File: src/rtl/iep_pkg.sv
// Shared constants, command codes and the cell control bundle for the
// interval emptiness point store. No dependencies.
`default_nettype none

package iep_pkg;

	localparam int STORE_DEPTH = 512;
	localparam int IDX_W       = (STORE_DEPTH > 1) ? $clog2(STORE_DEPTH) : 1;
	localparam int CNT_W       = $clog2(STORE_DEPTH + 1);
	localparam int POINT_W     = 64;
	localparam int CMD_W       = 2;
	localparam int ENTRY_W     = 10;

	localparam logic [CMD_W-1:0] CMD_INSERT = 2'd0;
	localparam logic [CMD_W-1:0] CMD_CLEAR  = 2'd1;
	localparam logic [CMD_W-1:0] CMD_QUERY  = 2'd2;

	// Control broadcast from the sequencer to every cell.
	typedef struct packed {
		logic wr;    // insert at the cell whose index equals the count
		logic clr;   // clear the running hit flag
		logic scan;  // advance the hit flag one cell
	} cell_ctl_t;

endpackage

`default_nettype wire

File: src/rtl/iep_cell.sv
// One storage cell of the point chain: holds a point, compares it against
// the held range and forwards the running hit flag. Depends on iep_pkg.
`default_nettype none

module iep_cell (
	input  logic                         clk,
	input  logic                         arst_n,
	input  iep_pkg::cell_ctl_t           ctl,
	input  logic [iep_pkg::IDX_W-1:0]    idx,
	input  logic [iep_pkg::CNT_W-1:0]    count,
	input  logic [iep_pkg::POINT_W-1:0]  wr_point,
	input  logic [iep_pkg::POINT_W-1:0]  range_low,
	input  logic [iep_pkg::POINT_W-1:0]  range_high,
	input  logic                         acc_in,
	output logic                         acc_out
);
	import iep_pkg::*;

	logic [POINT_W-1:0] point_q;
	logic               acc_q;
	logic               valid;
	logic               sel;
	logic               hit;

	assign sel   = (CNT_W'(idx) == count);
	assign valid = (CNT_W'(idx) < count);
	// A reversed range fails one of the two bounds, so it never hits.
	assign hit   = valid && (point_q >= range_low) && (point_q <= range_high);

	always_ff @(posedge clk) begin
		if (ctl.wr && sel) begin
			point_q <= wr_point;
		end
	end

	always_ff @(posedge clk or negedge arst_n) begin
		if (!arst_n) begin
			acc_q <= 1'b0;
		end else if (ctl.clr) begin
			acc_q <= 1'b0;
		end else if (ctl.scan) begin
			acc_q <= acc_in | hit;
		end
	end

	assign acc_out = acc_q;

endmodule

`default_nettype wire

File: config.mk
export PLATFORM = sky130hd
export DESIGN_NAME = iep_cell
export DESIGN_NICKNAME = d
export VERILOG_FILES = /design/src/rtl/iep_pkg.sv /design/src/rtl/iep_cell.sv
export SDC_FILE = /design/constraint.sdc
export NUM_CORES = 1
export LEC_CHECK = 0
export BUFFER_PORTS_ARGS = -buffer_cell sky130_fd_sc_hd__clkbuf_2
export CORE_MARGIN = 10
export CORE_UTILIZATION = 50
export DETAILED_ROUTE_END_ITERATION = 8
export GPL_TIMING_DRIVEN = 0
export PLACE_DENSITY = 0.86
export SLEW_MARGIN = 20
export SYNTH_ARGS = -nofsm -noshare
export SYNTH_HDL_FRONTEND = slang
export SYNTH_SLANG_ARGS = --single-unit
File: constraint.sdc
create_clock -name clk -period 2.5 [get_ports clk]
set_input_delay 0.375 -clock clk [delete_from_list [all_inputs] [get_ports clk]]
set_output_delay 0.375 -clock clk [all_outputs]
set_load 0.02 [all_outputs]
## After elaboration in Yosys (flattened, before gate mapping)

Index checks and enable logic that the tools add are counted.
W data, S select, Z words.

| storage, ports and cells | value |
|---|---|
| flip-flop bits (word level) | 65 |
| latch bits | 0 |
| memory bits (writable) | 0 |
| bits in read-only memories | 0 |
| input port bits | 217 |
| output and inout bits | 1 |
| logic and storage cells | 13 |
| memories | 0 |

| cells by class | value |
|---|---|
| add/sub/neg operators | 0 |
| multipliers | 0 |
| divide/modulo/power cells | 0 |
| magnitude comparators | 3 |
| equality and inequality tests | 1 |
| shifts and indexed selects | 0 |
| multiplexer cells | 2 |
| bitwise operators | 1 |
| reduce and logical (&&, ||, !) cells | 4 |

Operators with widths:

| kind | number |
|---|---|
| $ge A64 B64 Y1 | 1 |
| $le A64 B64 Y1 | 1 |
| $eq A9 B10 Y1 | 1 |
| $lt A9 B10 Y1 | 1 |
| $logic_and A1 B1 Y1 | 3 |
| $mux W1 | 2 |
| $reduce_bool A2 Y1 | 1 |
| $or A1 B1 Y1 | 1 |

## Depth between registers and ports, before layout

| depth | value |
|---|---|
| depth after elaboration | 6 |
| depth in mapped cells | 10 |
| depth with buffers taken out | 10 |

## Worst setup path before layout

No wires, ideal clock.

| path | value |
|---|---|
| kind | input to register |
| from | input count[8] (netlist name) |
| to | register point_q[0] (enable) |
| library setup time | 565 ps |
| data arrival time | 5,197 ps |
| data required time | 1,935 ps |
| path slack | -3,262 ps |
| stages | 4 |
| path buffers | 0 |
| cells stage by stage | inv_1 > ha_1 > nand4b_1 > nor3_1 |

| on the way | value |
|---|---|
| longest elaborated chain between the ends | 2 |

RTL lines:

| element | RTL line | RTL |
|---|---|---|
| from (decl) | iep_cell.sv:10 | `input logic [iep_pkg::CNT_W-1:0] count,` |
| $eq A9 B10 Y1 | iep_cell.sv:25 | `assign sel = (CNT_W'(idx) == count);` |
| $logic_and A1 B1 Y1 | iep_cell.sv:31 | `if (ctl.wr && sel) begin` |
| to (signal assigned) | iep_cell.sv:32 | `point_q <= wr_point;` |
| to (decl) | iep_cell.sv:19 | `logic [POINT_W-1:0] point_q;` |

No other way between the ends.
A chain may end at the register's enable or synchronous reset.

## Worst setup path after layout

| path | value |
|---|---|
| from | register point_q[54] |
| to | register acc_q, in the netlist acc_out |

| on the way | value |
|---|---|
| longest elaborated chain between the ends | 6 |
| elaborated cells on any way between the ends | 7 |
| classes of those cells | order compare (2); mux (2); bitwise (1); reduce/logical (2) |

RTL lines:

| element | RTL line | RTL |
|---|---|---|
| $ge A64 B64 Y1 | iep_cell.sv:28 | `assign hit = valid && (point_q >= range_low) && (point_q <= range_high);` |
| $logic_and A1 B1 Y1 | iep_cell.sv:28 |  |
| $logic_and A1 B1 Y1 * | iep_cell.sv:28 |  |
| $or A1 B1 Y1 * | iep_cell.sv:42 | `acc_q <= acc_in \| hit;` |
| $mux W1 * | iep_cell.sv:41 | `end else if (ctl.scan) begin` |
| $mux W1 * | iep_cell.sv:39 | `end else if (ctl.clr) begin` |
| to (signal assigned) | iep_cell.sv:42 |  |
| to (decl) | iep_cell.sv:20 | `logic acc_q;` |

Every way passes the cells marked *; elsewhere a longest branch is shown, timed or not. The select of a mux whose other input is x is not followed.

==> flow_metrics.env <==
export IMPL_cp_end_kind="flip-flop"
export IMPL_num_io_pins=218
export IMPL_crit_family="simple AND/OR/NAND/NOR gates"
export IMPL_drive_gt1_share_pct=33.50
export IMPL_p_comb_share_pct=20.6
export IMPL_slowest_delay_ns=0.43
export IMPL_worst_pin_slew_ns=0.4917
export IMPL_setup_viol=0
export IMPL_post_dp_hpwl_mm=14.27
export IMPL_syn_nets=898
export IMPL_status="completed"
export IMPL_die_w_um=124.1
export IMPL_die_area_um2=15400
export IMPL_finalHoldViolations=0
export IMPL_gp_congestion=0.9541
export IMPL_cts_tree="yes"
export IMPL_cp_slowest_cell="edfxtp_1"
export IMPL_root_buffer="clkbuf_8"
export IMPL_placed_cells=901
export IMPL_grt_max_degree=17
export IMPL_p_sw_share_pct=26.97
export IMPL_nNetsFinal=1131
export IMPL_grt_usage_pct=19.73
export IMPL_grt_pass1_wl_mm=24.12
export IMPL_insertion_delay_ns=0.34
export IMPL_cts_made_buffers=9
export IMPL_initial_core_util_pct=51.77
export IMPL_drv_cap=0
export IMPL_p_sw_uw=673.7
export IMPL_fin_crit_sh_pct=93.42
export IMPL_syn_area_um2=5416
export IMPL_pwr_share_seq_pct=48.0
export IMPL_min_period_ns=2.335
export IMPL_post_cts_buffers=0
export IMPL_worstPathArrival_ns=2.55
export IMPL_cp_buffers_inverters=0
export IMPL_area_growth_pct=29.96
export IMPL_async_flop_share_pct=1.538
export IMPL_synth_warnings=0
export IMPL_wire_per_inst_um=17.24
export IMPL_rows=37
export IMPL_final_cells=918
export IMPL_fp_dieH_um=124.1
export IMPL_crit_type="reg -> reg"
export IMPL_drtIter0Drc=190
export IMPL_crit_required_ns=2.72
export IMPL_leakage_uw=0.003951
export IMPL_antenna_found_initial=0
export IMPL_clk_pin_slew_ns=0.08
export IMPL_clock_skew_ns=0.006233
export IMPL_grt_pass1_vias=5310
export IMPL_startpoint_type="flip-flop"
export IMPL_yosys_top_cells_area="edfxtp_1 35%, ha_1 32%, inv_1 9.6%"
export IMPL_synth_edff_count=64
export IMPL_yosysTopAreaCell="edfxtp_1"
export IMPL_path_max_fanout=2
export IMPL_port_buffers=217
export IMPL_cts_htree_levels=3
export IMPL_slew_viol_final=0
export IMPL_synthCells=544
export IMPL_p_int_uw=1824
export IMPL_synthFlopType="edfxtp_1"
export IMPL_clock_sinks=65
export IMPL_dp_slack_ns=0.06562
export IMPL_viasPerCell=5.227
export IMPL_yosys_top_cells_count="139 x inv_1, 137 x ha_1, 64 x edfxtp_1"
export IMPL_cp_common_cell="nand4_1"
export IMPL_overflow=0
export IMPL_maxClockFrequency_mhz=428.2
export IMPL_synth_distinct_cells=44
export IMPL_synth_most_common_cell="inv_1"
export IMPL_num_antenna_cells=0
export IMPL_hold_class="in -> reg"
export IMPL_vias=4798
export IMPL_crit_chain="ha_1 -> nand4_1 -> nor4_4 -> nand3_2 -> nor2_2 -> nand4_1 -> o21ai_1 -> a2bb2oi_2 -> o22ai_1"
export IMPL_ys_ff_latch=65
export IMPL_ir_worst_vdd_mv=0.2491
export IMPL_ys_seq_area_share_pct=35.94
export IMPL_relSlewSlack_pct=67.11
export IMPL_ant_nets=0
export IMPL_drc=0
export IMPL_setup_ws_ns=0.1646
export IMPL_synth_area_per_cell_um2=9.957
export IMPL_cts_buffer_depth=2
export IMPL_reg2reg_slack_ns=0.16
export IMPL_powerDensity_nw_per_um2=354.8
export IMPL_routed_wl_mm=15.83
export IMPL_dr_pass1_iters=4
export IMPL_pwr_share_clk_pct=31.4
export IMPL_coreArea_um2=10460
export IMPL_synth_top_area_share_pct=35.48
-- worst reg2reg max path: cells and delay by family, from the launching register on --
family          cells  cell delay [ns]
simple gates        5             0.98
flops               1             0.43
compound gates      3             0.47
fa+ha+maj           1             0.33
-- what timing repair did --
item,in CTS,in global routing
gates resized for setup,0,3
hold buffers,1,0
hold endpoints to repair,1,0
setup endpoints to repair,0,1
-- registers in the layout (all words and copies together) (netlist names) --
name,cells
acc_out,1
point_q,64
-- routing by layer --
layer / track usage (%) / vias to the layer above / routed length, um
met5: 0 / - / 0
met4: 6.978 / 0 / 331
met3: 4.615 / 27 / 1290
met2: 37.68 / 174 / 8429
met1: 20.44 / 2197 / 5773
li1: - / 2400 / -
-- cells in the final DEF (no fill, tap or decap), drive strengths merged, types with 2 or more instances in the layout --
| cell | netlist | routed |
|---|---|---|
| a2111oi | 2 | 2 |
| a21o | 31 | 31 |
| a21oi | 42 | 42 |
| a221oi | 6 | 6 |
| and4 | 4 | 4 |
| buf | 0 | 4 |
| clkbuf | 0 | 226 |
| clkinv | 0 | 4 |
| clkinvlp | 0 | 2 |
| edfxtp | 64 | 64 |
| ha | 137 | 137 |
| inv | 139 | 140 |
| nand2 | 23 | 23 |
| nand3 | 10 | 10 |
| nand4 | 24 | 24 |
| nor2 | 16 | 16 |
| nor2b | 2 | 2 |
| nor3 | 5 | 5 |
| nor4 | 2 | 2 |
| o211ai | 2 | 2 |
| o21ai | 14 | 14 |
| o22ai | 2 | 2 |
-- path summary, 6_finish.rpt --
check,startpoint,endpoint,cells after the start
max reg2reg,point_q[54],acc_out,9
max in group asynchronous,arst_n,acc_out,2
max,point_q[54],acc_out,9
min in group asynchronous,arst_n,acc_out,2
min reg2reg,acc_out,acc_out,2
min,wr_point[35],point_q[35],1
-- stage by stage --
stage	total power (uW)	cell area [um2]	util, %	setup TNS (ns)	hold slack, ns
2_1_floorplan	1477	5523	-	-18.74	0.07941
3_3_place_gp	1702	6779	64.79	-70.53	0.1504
3_5_place_dp	1733	6839	65.37	0	0.1511
4_1_cts	2525	7019	67.09	0	0.1828
5_1_grt	2636	7039	67.28	-0.02993	0.1844
6_report	2498	7039	67.28	0	0.2024
-- cells by family (layout without fill, tap and decap cells) --
family                   Yosys count  in the layout  synth area share [%]
flip-flops                        65             65                 35.94
multiplexers                       1              1                0.1848
AND/OR/NAND/NOR                   93             93                 9.309
buffers and inverters            139            377                 9.633
adder cells (fa/ha/maj)          137            137                 31.65
AO/OA/AOI/OAI                    109            109                 13.28
-- power groups by stage --
stage	clock network [uW]	registers, uW	logic, uW
detailed placement	0	1220	509
floorplan	0	1230	251
global route	853	1200	584
global placement	0	1220	478
finish	784	1200	514
CTS	812	1200	515
-- area by class of cell --
class                           count  area (um2)
Inverter                          139       536.8
Clock inverter                      7       46.29
Sequential cell                    65        1947
Multi-Input combinational cell    340        3059
Timing Repair Buffer              222        1156
Tap cell                          136       170.2
Clock buffer                        9       123.9
Fill cell                         808        3423
Power figures use the tool's default switching activity.
